[src/assert_macros.svh]
// Assertion macros shared by the echo ranging RTL.
// Every macro samples on aclk and is disabled while aresetn is low.
`ifndef ASSERT_MACROS_SVH
`define ASSERT_MACROS_SVH

// Plain invariant.
`define ERMA_ASSERT(label, expr, msg) \
    label: assert property (@(posedge aclk) disable iff (!aresetn) (expr)) \
        else $error(msg);

// Same-cycle implication.
`define ERMA_ASSERT_IMPL(label, ante, cons, msg) \
    label: assert property (@(posedge aclk) disable iff (!aresetn) (ante) |-> (cons)) \
        else $error(msg);

// Next-cycle implication.
`define ERMA_ASSERT_NEXT(label, ante, cons, msg) \
    label: assert property (@(posedge aclk) disable iff (!aresetn) (ante) |=> (cons)) \
        else $error(msg);

`endif

[src/erma_pkg.sv]
// Shared types and constants for the echo ranging moving-average block.
// No dependencies; used by erma_front, erma_fifo, erma_back and the top level.
`timescale 1ns / 1ps

package erma_pkg;

    localparam int CH_W      = 2;
    localparam int TIME_W    = 32;
    localparam int DIST_W    = 8;
    localparam int TIMEOUT_W = 20;
    localparam logic [TIMEOUT_W-1:0] TIMEOUT_RESET = 20'd30000;

    // A non-timeout pulse is shorter than the 20-bit timeout, so 20 bits of length suffice.
    localparam int LEN_W = TIMEOUT_W;

    // length / 58 as (length * ceil(2^26 / 58)) >> 26, exact for lengths below 2^20
    localparam int CM_SHIFT   = 26;
    localparam int CM_RECIP_W = 21;
    localparam logic [CM_RECIP_W-1:0] CM_RECIP = 21'd1157050;

    localparam logic EDGE_RISING  = 1'b0;
    localparam logic EDGE_FALLING = 1'b1;

    localparam int QUEUE_DEPTH = 4;
    localparam int QPTR_W      = $clog2(QUEUE_DEPTH);

    // One falling edge waiting for the back end
    typedef struct packed {
        logic [CH_W-1:0]  channel;
        logic             timed_out;
        logic [LEN_W-1:0] length;
    } echo_entry_t;

endpackage

[src/erma_fifo.sv]
// Short queue of classified echo words between front and back end.
// Depends on erma_pkg and assert_macros.svh.
`timescale 1ns / 1ps
`include "assert_macros.svh"

module erma_fifo (
    input  logic                  aclk,
    input  logic                  aresetn,
    input  logic                  in_valid,
    output logic                  in_ready,
    input  erma_pkg::echo_entry_t in_data,
    output logic                  out_valid,
    input  logic                  out_ready,
    output erma_pkg::echo_entry_t out_data
);

    localparam int CNT_W = erma_pkg::QPTR_W + 1;

    erma_pkg::echo_entry_t     entry_reg [erma_pkg::QUEUE_DEPTH];
    logic [erma_pkg::QPTR_W-1:0] wr_ptr_reg, rd_ptr_reg;
    logic [CNT_W-1:0]            count_reg, count_next;
    logic                        push, pop;

    assign in_ready  = (count_reg != CNT_W'(erma_pkg::QUEUE_DEPTH));
    assign out_valid = (count_reg != '0);
    assign out_data  = entry_reg[rd_ptr_reg];
    assign push      = in_valid && in_ready;
    assign pop       = out_valid && out_ready;

    always_comb begin
        count_next = count_reg;
        if (push && !pop) begin
            count_next = count_reg + 1'b1;
        end else if (pop && !push) begin
            count_next = count_reg - 1'b1;
        end
    end

    always_ff @(posedge aclk) begin
        if (!aresetn) begin
            wr_ptr_reg <= '0;
            rd_ptr_reg <= '0;
            count_reg  <= '0;
        end else begin
            if (push) begin
                wr_ptr_reg <= wr_ptr_reg + 1'b1;
            end
            if (pop) begin
                rd_ptr_reg <= rd_ptr_reg + 1'b1;
            end
            count_reg <= count_next;
        end
    end

    always_ff @(posedge aclk) begin
        if (push) begin
            entry_reg[wr_ptr_reg] <= in_data;
        end
    end

    `ERMA_ASSERT(a_count_bound, count_reg <= CNT_W'(erma_pkg::QUEUE_DEPTH), "queue count overflow")
    `ERMA_ASSERT_NEXT(a_count_push, push && !pop, count_reg == $past(count_reg) + 1'b1, "push lost")

endmodule

[src/erma_front.sv]
// Front end: timeout register, per-channel start stamps, edge classification.
// Falling edges go to the queue with their pulse length and timeout flag.
// Depends on erma_pkg.
`timescale 1ns / 1ps

module erma_front #(
    parameter int CHANNELS = 3
) (
    input  logic                              aclk,
    input  logic                              aresetn,
    input  logic                              cfg_valid,
    output logic                              cfg_ready,
    input  logic [erma_pkg::TIMEOUT_W-1:0]    cfg_data,
    input  logic                              s_valid,
    output logic                              s_ready,
    input  logic [erma_pkg::CH_W-1:0]         s_channel,
    input  logic                              s_edge_kind,
    input  logic [erma_pkg::TIME_W-1:0]       s_time_us,
    output logic                              q_valid,
    input  logic                              q_ready,
    output erma_pkg::echo_entry_t             q_data
);

    localparam int CH_IDX_W = (CHANNELS > 1) ? $clog2(CHANNELS) : 1;

    logic [erma_pkg::TIMEOUT_W-1:0] timeout_reg;
    logic [erma_pkg::TIME_W-1:0]    stamp_reg [CHANNELS];
    logic [CH_IDX_W-1:0]            ch_idx;
    logic                           ch_ok, accept, timed_out;
    logic [erma_pkg::TIME_W-1:0]    length;

    assign cfg_ready = 1'b1;
    assign s_ready   = q_ready;
    assign accept    = s_valid && s_ready;
    assign ch_idx    = CH_IDX_W'(s_channel);
    assign ch_ok     = (32'(s_channel) < 32'(CHANNELS));

    // modulo 2^32 pulse length
    assign length    = s_time_us - stamp_reg[ch_idx];
    assign timed_out = (length >= erma_pkg::TIME_W'(timeout_reg));

    assign q_valid = accept && ch_ok && (s_edge_kind == erma_pkg::EDGE_FALLING);
    always_comb begin
        q_data.channel   = s_channel;
        q_data.timed_out = timed_out;
        q_data.length    = length[erma_pkg::LEN_W-1:0];
    end

    always_ff @(posedge aclk) begin
        if (!aresetn) begin
            timeout_reg <= erma_pkg::TIMEOUT_RESET;
            for (int i = 0; i < CHANNELS; i++) begin
                stamp_reg[i] <= '0;
            end
        end else begin
            if (cfg_valid) begin
                timeout_reg <= cfg_data;
            end
            if (accept && ch_ok && (s_edge_kind == erma_pkg::EDGE_RISING)) begin
                stamp_reg[ch_idx] <= s_time_us;
            end
        end
    end

endmodule

[src/erma_back.sv]
// Back end: cm conversion, per-channel sample window read-modify-write, average.
// Stages: pop (multiply, window read), update (state + window write), average, output.
// Depends on erma_pkg and assert_macros.svh.
`timescale 1ns / 1ps
`include "assert_macros.svh"

module erma_back #(
    parameter int CHANNELS    = 3,
    parameter int WINDOW_SIZE = 8
) (
    input  logic                          aclk,
    input  logic                          aresetn,
    input  logic                          q_valid,
    output logic                          q_ready,
    input  erma_pkg::echo_entry_t         q_data,
    output logic                          m_valid,
    input  logic                          m_ready,
    output logic [erma_pkg::CH_W-1:0]     m_out_channel,
    output logic [erma_pkg::DIST_W-1:0]   m_distance_cm,
    output logic [erma_pkg::DIST_W-1:0]   m_average_cm,
    output logic                          m_average_valid,
    output logic                          m_timed_out
);

    localparam int CH_IDX_W  = (CHANNELS > 1) ? $clog2(CHANNELS) : 1;
    localparam int WIN_IDX_W = $clog2(WINDOW_SIZE);
    localparam int FILL_W    = $clog2(WINDOW_SIZE + 1);
    localparam int SUM_W     = erma_pkg::DIST_W + $clog2(WINDOW_SIZE);
    localparam int ADDR_W    = CH_IDX_W + WIN_IDX_W;
    localparam int MEM_DEPTH = 1 << ADDR_W;
    localparam int PROD_W    = erma_pkg::LEN_W + erma_pkg::CM_RECIP_W;
    // sum / WINDOW_SIZE by reciprocal; exact since sum * error < 2^AVG_SHIFT
    localparam int AVG_SHIFT = SUM_W + 8;
    localparam int RECIP_W   = AVG_SHIFT;
    localparam int APROD_W   = SUM_W + RECIP_W;
    localparam logic [RECIP_W-1:0] AVG_RECIP =
        RECIP_W'(((64'd1 << AVG_SHIFT) + 64'(WINDOW_SIZE) - 64'd1) / 64'(WINDOW_SIZE));
    localparam logic [FILL_W-1:0]    FILL_FULL = FILL_W'(WINDOW_SIZE);
    localparam logic [WIN_IDX_W-1:0] PTR_LAST  = WIN_IDX_W'(WINDOW_SIZE - 1);

    // per-channel window state
    logic [FILL_W-1:0]          fill_reg  [CHANNELS];
    logic [WIN_IDX_W-1:0]       ptr_reg   [CHANNELS];
    logic [SUM_W-1:0]           total_reg [CHANNELS];
    logic [erma_pkg::DIST_W-1:0] held_reg [CHANNELS];
    logic [erma_pkg::DIST_W-1:0] window_mem [MEM_DEPTH];

    // pop
    logic                  pop, pop_full;
    logic [CH_IDX_W-1:0]   pop_idx;
    logic [WIN_IDX_W-1:0]  pop_slot;

    // update stage
    logic                        s1_valid_reg, s1_tout_reg, s1_full_reg, s1_adv;
    logic [erma_pkg::CH_W-1:0]   s1_ch_reg;
    logic [PROD_W-1:0]           s1_prod_reg;
    logic [ADDR_W-1:0]           s1_addr_reg;
    logic [erma_pkg::DIST_W-1:0] s1_old_reg, s1_dist;
    logic [CH_IDX_W-1:0]         s1_idx;
    logic [SUM_W-1:0]            s1_total_next;
    logic [WIN_IDX_W-1:0]        s1_ptr_next;

    // average stage
    logic                        s2_valid_reg, s2_tout_reg, s2_avg_valid_reg, s2_adv, s2_free;
    logic [erma_pkg::CH_W-1:0]   s2_ch_reg;
    logic [erma_pkg::DIST_W-1:0] s2_dist_reg, s2_avg;
    logic [SUM_W-1:0]            s2_total_reg;
    logic [APROD_W-1:0]          s2_prod;
    logic [CH_IDX_W-1:0]         s2_idx;

    // output register
    logic                        m_valid_reg, m_avg_valid_reg, m_tout_reg, out_free;
    logic [erma_pkg::CH_W-1:0]   m_ch_reg;
    logic [erma_pkg::DIST_W-1:0] m_dist_reg, m_avg_reg;

    // one word in the read-modify-write at a time
    assign q_ready  = !s1_valid_reg;
    assign pop      = q_valid && q_ready;
    assign pop_idx  = CH_IDX_W'(q_data.channel);
    assign pop_full = (fill_reg[pop_idx] == FILL_FULL);
    assign pop_slot = pop_full ? ptr_reg[pop_idx] : fill_reg[pop_idx][WIN_IDX_W-1:0];

    assign out_free = !m_valid_reg || m_ready;
    assign s2_adv   = s2_valid_reg && out_free;
    assign s2_free  = !s2_valid_reg || s2_adv;
    assign s1_adv   = s1_valid_reg && s2_free;

    assign s1_dist = s1_prod_reg[erma_pkg::CM_SHIFT +: erma_pkg::DIST_W];
    assign s1_idx  = s1_addr_reg[ADDR_W-1 -: CH_IDX_W];

    always_comb begin
        if (s1_full_reg) begin
            s1_total_next = total_reg[s1_idx] - SUM_W'(s1_old_reg) + SUM_W'(s1_dist);
            s1_ptr_next   = (ptr_reg[s1_idx] == PTR_LAST) ? '0 : ptr_reg[s1_idx] + 1'b1;
        end else begin
            s1_total_next = total_reg[s1_idx] + SUM_W'(s1_dist);
            s1_ptr_next   = '0;
        end
    end

    assign s2_idx  = CH_IDX_W'(s2_ch_reg);
    assign s2_prod = APROD_W'(s2_total_reg) * APROD_W'(AVG_RECIP);

    always_comb begin
        if (s2_tout_reg) begin
            s2_avg = '0;
        end else if (s2_avg_valid_reg) begin
            s2_avg = s2_prod[AVG_SHIFT +: erma_pkg::DIST_W];
        end else begin
            s2_avg = held_reg[s2_idx];
        end
    end

    // control and per-channel state
    always_ff @(posedge aclk) begin
        if (!aresetn) begin
            s1_valid_reg <= 1'b0;
            s2_valid_reg <= 1'b0;
            m_valid_reg  <= 1'b0;
            for (int i = 0; i < CHANNELS; i++) begin
                fill_reg[i]  <= '0;
                ptr_reg[i]   <= '0;
                total_reg[i] <= '0;
                held_reg[i]  <= '0;
            end
        end else begin
            if (pop) begin
                s1_valid_reg <= 1'b1;
            end else if (s1_adv) begin
                s1_valid_reg <= 1'b0;
            end

            if (s1_adv) begin
                s2_valid_reg <= 1'b1;
                if (!s1_tout_reg) begin
                    if (!s1_full_reg) begin
                        fill_reg[s1_idx] <= fill_reg[s1_idx] + 1'b1;
                    end
                    ptr_reg[s1_idx]   <= s1_ptr_next;
                    total_reg[s1_idx] <= s1_total_next;
                end
            end else if (s2_adv) begin
                s2_valid_reg <= 1'b0;
            end

            if (s2_adv) begin
                m_valid_reg      <= 1'b1;
                held_reg[s2_idx] <= s2_avg;
            end else if (m_ready) begin
                m_valid_reg <= 1'b0;
            end
        end
    end

    // payload
    always_ff @(posedge aclk) begin
        if (pop) begin
            s1_ch_reg   <= q_data.channel;
            s1_tout_reg <= q_data.timed_out;
            s1_full_reg <= pop_full;
            s1_addr_reg <= {pop_idx, pop_slot};
            s1_prod_reg <= PROD_W'(q_data.length) * PROD_W'(erma_pkg::CM_RECIP);
        end
        if (s1_adv) begin
            s2_ch_reg        <= s1_ch_reg;
            s2_tout_reg      <= s1_tout_reg;
            s2_avg_valid_reg <= !s1_tout_reg && s1_full_reg;
            s2_dist_reg      <= s1_tout_reg ? '0 : s1_dist;
            s2_total_reg     <= s1_total_next;
        end
        if (s2_adv) begin
            m_ch_reg        <= s2_ch_reg;
            m_dist_reg      <= s2_dist_reg;
            m_avg_reg       <= s2_avg;
            m_avg_valid_reg <= s2_avg_valid_reg;
            m_tout_reg      <= s2_tout_reg;
        end
    end

    // sample window memory
    always_ff @(posedge aclk) begin
        if (pop) begin
            s1_old_reg <= window_mem[{pop_idx, pop_slot}];
        end
        if (s1_adv && !s1_tout_reg) begin
            window_mem[s1_addr_reg] <= s1_dist;
        end
    end

    assign m_valid         = m_valid_reg;
    assign m_out_channel   = m_ch_reg;
    assign m_distance_cm   = m_dist_reg;
    assign m_average_cm    = m_avg_reg;
    assign m_average_valid = m_avg_valid_reg;
    assign m_timed_out     = m_tout_reg;

    `ERMA_ASSERT_IMPL(a_tout_zero, m_valid_reg && m_tout_reg, (m_dist_reg == '0) && (m_avg_reg == '0) && !m_avg_valid_reg, "timeout word carries data")
    `ERMA_ASSERT_NEXT(a_s1_to_s2, s1_adv, s2_valid_reg, "update stage word lost")
    `ERMA_ASSERT_IMPL(a_fill_slot, s1_valid_reg && !s1_tout_reg && !s1_full_reg, s1_addr_reg[WIN_IDX_W-1:0] == fill_reg[s1_idx][WIN_IDX_W-1:0], "fill slot changed in flight")

endmodule

[src/echo_ranging_moving_average.sv]
// Ultrasonic echo ranging with a per-channel moving average. Echo edge words
// (channel, edge kind, microsecond stamp) are accepted one per cycle while the
// four-word queue has room; rising edges only record the start stamp. Each falling
// edge yields one result: distance = pulse length / 58 cm, plus the windowed
// average, or a timed-out result when the pulse reaches cfg_data microseconds
// (reset 30000). The back end takes a new falling edge only once the previous one
// has left its window read-modify-write. Results pass the queue, update stage,
// average stage and output register. Channels at or above CHANNELS are dropped
// silently. Depends on erma_pkg, erma_front, erma_fifo, erma_back.
`timescale 1ns / 1ps

module echo_ranging_moving_average #(
    parameter int CHANNELS    = 3,
    parameter int WINDOW_SIZE = 8
) (
    input  logic                            aclk,
    input  logic                            aresetn,
    input  logic                            cfg_valid,
    output logic                            cfg_ready,
    input  logic [erma_pkg::TIMEOUT_W-1:0]  cfg_data,
    input  logic                            s_valid,
    output logic                            s_ready,
    input  logic [erma_pkg::CH_W-1:0]       s_channel,
    input  logic                            s_edge_kind,
    input  logic [erma_pkg::TIME_W-1:0]     s_time_us,
    output logic                            m_valid,
    input  logic                            m_ready,
    output logic [erma_pkg::CH_W-1:0]       m_out_channel,
    output logic [erma_pkg::DIST_W-1:0]     m_distance_cm,
    output logic [erma_pkg::DIST_W-1:0]     m_average_cm,
    output logic                            m_average_valid,
    output logic                            m_timed_out
);

    logic                  fq_valid, fq_ready, bq_valid, bq_ready;
    erma_pkg::echo_entry_t fq_data, bq_data;

    erma_front #(
        .CHANNELS (CHANNELS)
    ) u_front (
        .aclk        (aclk),
        .aresetn     (aresetn),
        .cfg_valid   (cfg_valid),
        .cfg_ready   (cfg_ready),
        .cfg_data    (cfg_data),
        .s_valid     (s_valid),
        .s_ready     (s_ready),
        .s_channel   (s_channel),
        .s_edge_kind (s_edge_kind),
        .s_time_us   (s_time_us),
        .q_valid     (fq_valid),
        .q_ready     (fq_ready),
        .q_data      (fq_data)
    );

    erma_fifo u_fifo (
        .aclk      (aclk),
        .aresetn   (aresetn),
        .in_valid  (fq_valid),
        .in_ready  (fq_ready),
        .in_data   (fq_data),
        .out_valid (bq_valid),
        .out_ready (bq_ready),
        .out_data  (bq_data)
    );

    erma_back #(
        .CHANNELS    (CHANNELS),
        .WINDOW_SIZE (WINDOW_SIZE)
    ) u_back (
        .aclk            (aclk),
        .aresetn         (aresetn),
        .q_valid         (bq_valid),
        .q_ready         (bq_ready),
        .q_data          (bq_data),
        .m_valid         (m_valid),
        .m_ready         (m_ready),
        .m_out_channel   (m_out_channel),
        .m_distance_cm   (m_distance_cm),
        .m_average_cm    (m_average_cm),
        .m_average_valid (m_average_valid),
        .m_timed_out     (m_timed_out)
    );

endmodule

[config.mk]
export PLATFORM = sky130hd
export DESIGN_NAME = echo_ranging_moving_average
export DESIGN_NICKNAME = d
export VERILOG_FILES = /design/src/erma_pkg.sv /design/src/erma_fifo.sv /design/src/erma_front.sv /design/src/erma_back.sv /design/src/echo_ranging_moving_average.sv
export VERILOG_INCLUDE_DIRS = /design/src /design/src/src
export SDC_FILE = /design/constraint.sdc
export NUM_CORES = 1
export LEC_CHECK = 0
export BUFFER_PORTS_ARGS = -buffer_cell sky130_fd_sc_hd__buf_4
export CAP_MARGIN = 0
export CORE_ASPECT_RATIO = 0.7
export CORE_UTILIZATION = 35
export CTS_CLUSTER_DIAMETER = 50
export DETAILED_ROUTE_END_ITERATION = 7
export GPL_TIMING_DRIVEN = 0
export PLACE_DENSITY = 0.62
export RECOVER_POWER = 25
export REMOVE_ABC_BUFFERS = 1
export SYNTH_ARGS = -nofsm -noshare
export SYNTH_HDL_FRONTEND = slang
export SYNTH_SLANG_ARGS = --single-unit
[constraint.sdc]
create_clock -name aclk -period 8.6 [get_ports aclk]
set_input_delay 0.86 -clock aclk [delete_from_list [all_inputs] [get_ports aclk]]
set_output_delay 0.86 -clock aclk [all_outputs]
set_load 0.02 [all_outputs]
==> flow_summary.json <==
{
  "status": "complete, but fails checks",
  "violations": "capacitance limit, slew limit",
  "end_kind": "flop",
  "cts_buffers": 72,
  "min_period_ns": 8.08,
  "hpwl_mm": 57.1,
  "cts_tree": "built",
  "vias_per_cell": 4.86,
  "die_w_um": 389,
  "finalWorstSetupSlack_ns": 0.524,
  "syn_inst": 2718,
  "ant_nets": 0,
  "worstPathMaxFanout": 23,
  "drcViolationCount": 0,
  "area_growth_pct": 12.3,
  "drt_wl_total_mm": 79.9,
  "place_ws_ns": 0.525,
  "diodes": 0,
  "root_buffer": "clkbuf_16",
  "dieArea_um2": 106000,
  "drt-initial-drc-count": 1792,
  "grt_pass1_wl_mm": 122,
  "largest_reg_flops": 256,
  "async_flop_share": 0,
  "worst_pin_slew_ns": 1.99,
  "cpMaxStageDelayCell": "dfxtp_1",
  "htreeDepth": 3,
  "synth_edf_count": 643,
  "clockBufferDepth": 3,
  "start_kind": "flop",
  "min_path_type": "flop to flop",
  "final_hold_viol_count": 0,
  "die_h_um": 273,
  "maxSlewViolCount": 56,
  "clk_pin_slew_worst_paths_ns": 0.06,
  "crit_type": "flop to flop",
  "max_cap_viol_count": 2,
  "final-setup-viol-count": 0,
  "ctsHoldBuffers": 0,
  "synth_top_area_cell": "edfxtp_1",
  "met3_usage": 0.0317,
  "ys_seq_area_frac": 0.545,
  "postCtsSetupBuffers": 0,
  "drive_gt1_frac": 0.0992,
  "fin_crit_sh": 0.939,
  "cp_slowest_stage_delay_ns": 1.13,
  "gp_congestion": 0.902,
  "grt.busiest_layer": "met1",
  "clock_sinks": 679,
  "fillers": 9779,
  "firstDrtPassIters": 8,
  "multi_input_area_um2": 15000,
  "final_core_util": 0.396,
  "rsz0062_at_grt": "false",
  "clock_latency_ns": 0.65,
  "synth_top_area_share": 0.525,
  "synth_cell_types": 66,
  "synth_area_leaders": "edfxtp_1 52%, fa_1 9.3%, ha_1 8.0%, mux4_2 5.0%, inv_1 4.1%",
  "clock_skew_ns": 0.0314,
  "portBuffers": 81,
  "start_util": 0.353,
  "core_area_um2": 104000,
  "rows": 99,
  "grt_use_met1": 0.234,
  "via_count": 20900,
  "syn-cell-area_um2": 36800,
  "grt-ovfl-total": 0,
  "antenna_found_initial": 1,
  "synth_ff_type": "edfxtp_1",
  "synth.avg_cell_area_um2": 13.5,
  "wl_per_cell_um": 18.6,
  "fmax_ghz": 0.124,
  "required_ns": 8.95,
  "synth-seq-cells": 679,
  "relSlewSlack": -0.326,
  "yosysWarnings": 0,
  "track_usage": 0.151,
  "cts_resized": 0,
  "seqCellArea_um2": 20000,
  "grt_pass1_vias": 20700,
  "io_pins": 83,
  "grt_start_max_net_pins": 65,
  "cp_data_arrival_time_ns": 8.43,
  "worstPathCellList": "mux4_2 -> inv_1 -> fa_1 -> inv_1 -> fa_1 -> ha_1 -> inv_1 -> fa_1 -> inv_1 -> fa_1 -> fa_1 -> inv_1 -> fa_1 -> inv_1 -> ha_1 -> nor4_1 -> o21ai_0 -> o31ai_1 -> a31o_2 -> o21ai_0 -> o41ai_1 -> xnor2_1",
  "use_met2": 0.212,
  "nets": 3305
}
[area by class of cell]
cell class / instances / area share
Sequential cell: 679 / 0.485
Multi-Input combinational cell: 1585 / 0.363
Clock buffer: 90 / 0.0460
Inverter: 404 / 0.0369
Tap cell: 1414 / 0.0429
Timing Repair Buffer: 98 / 0.0172
Clock inverter: 37 / 0.00897
[worst max-delay path, delay by kind of cell (launching register included)]
kind / cells / cell delay (ns)
AOI/OAI and AO/OA: 5 / 1.52
xor gates and xnor gates: 1 / 0.14
adders and majority gates: 8 / 3.39
buffers and inverters: 6 / 0.63
DFF: 1 / 1.13
muxes: 1 / 0.54
and+or+nand+nor: 1 / 0.37
[layout by cell type, fill, tap and decap left out, drive strengths merged, types with 39 or more instances in the layout]
| master | instances |
|---|---|
| edfxtp | 643 |
| inv | 413 |
| o21ai | 53 |
| xnor2 | 39 |
| mux2i | 147 |
| mux4 | 81 |
| nor2 | 166 |
| and2 | 107 |
| a21oi | 62 |
| ha | 235 |
| nand3 | 44 |
| buf | 61 |
| fa | 170 |
| clkbuf | 127 |
| nand2 | 137 |
[per-layer routing]
metal  routed length [um]  part of all wire
met1                39700              0.50
met5                   13           0.00016
met4                 1310             0.016
met3                 5420             0.068
met2                33500              0.42
[metrics by stage]
step | TNS, ns | hold slack, ns | std cells | instance area [um^2]
floorplan | 0 | 0.400 | 2668 | 36500
global placement | -0.0764 | 0.406 | 4163 | 38900
detailed placement | 0 | 0.407 | 4178 | 39200
CTS | 0 | 0.365 | 4305 | 41400
global route | 0 | 0.409 | 4307 | 41300
finish | 0 | 0.419 | 4307 | 41300
[synthesized netlist by cell type (27+ instances only)]
master and number:
dfxtp_1 36, nor2b_1 27, edfxtp_1 643, mux2i_1 147, a21oi_1 62, and2_1 107, xnor2_1 39, nor2_1 165
fa_1 170, o22ai_1 34, nand3_1 44, clkbuf_1 46, o21ai_0 50, mux4_2 81, nand2_1 135, inv_1 400
ha_1 235
[final timing paths]
check	start	endpoint	slack, ns	cells after the start
worst max-delay path	flop	u_back.s1_prod_reg[33]$_DFFE_PP_	0.52	22
worst min-delay path	u_back.s2_dist_reg[1]$_SDFFCE_PP0P_	u_back.m_distance_cm[1]$_DFFE_PP_	0.42	0
worst max register to register	flop	u_back.s1_prod_reg[33]$_DFFE_PP_	0.52	22
worst min register to register	u_back.s2_dist_reg[1]$_SDFFCE_PP0P_	u_back.m_distance_cm[1]$_DFFE_PP_	0.42	0
[cells by family after synthesis]
family	share of synthesized area
DFF	0.545
and+or+nand+nor	0.0810
buffers and inverters	0.0521
adders and majority gates	0.172
AOI/OAI and AO/OA	0.0443
muxes	0.0925
xor gates and xnor gates	0.0129
other	0.000204
Power is not shown: default switching activity piles up to over one toggle a cycle in this logic, so the estimate is an artifact.
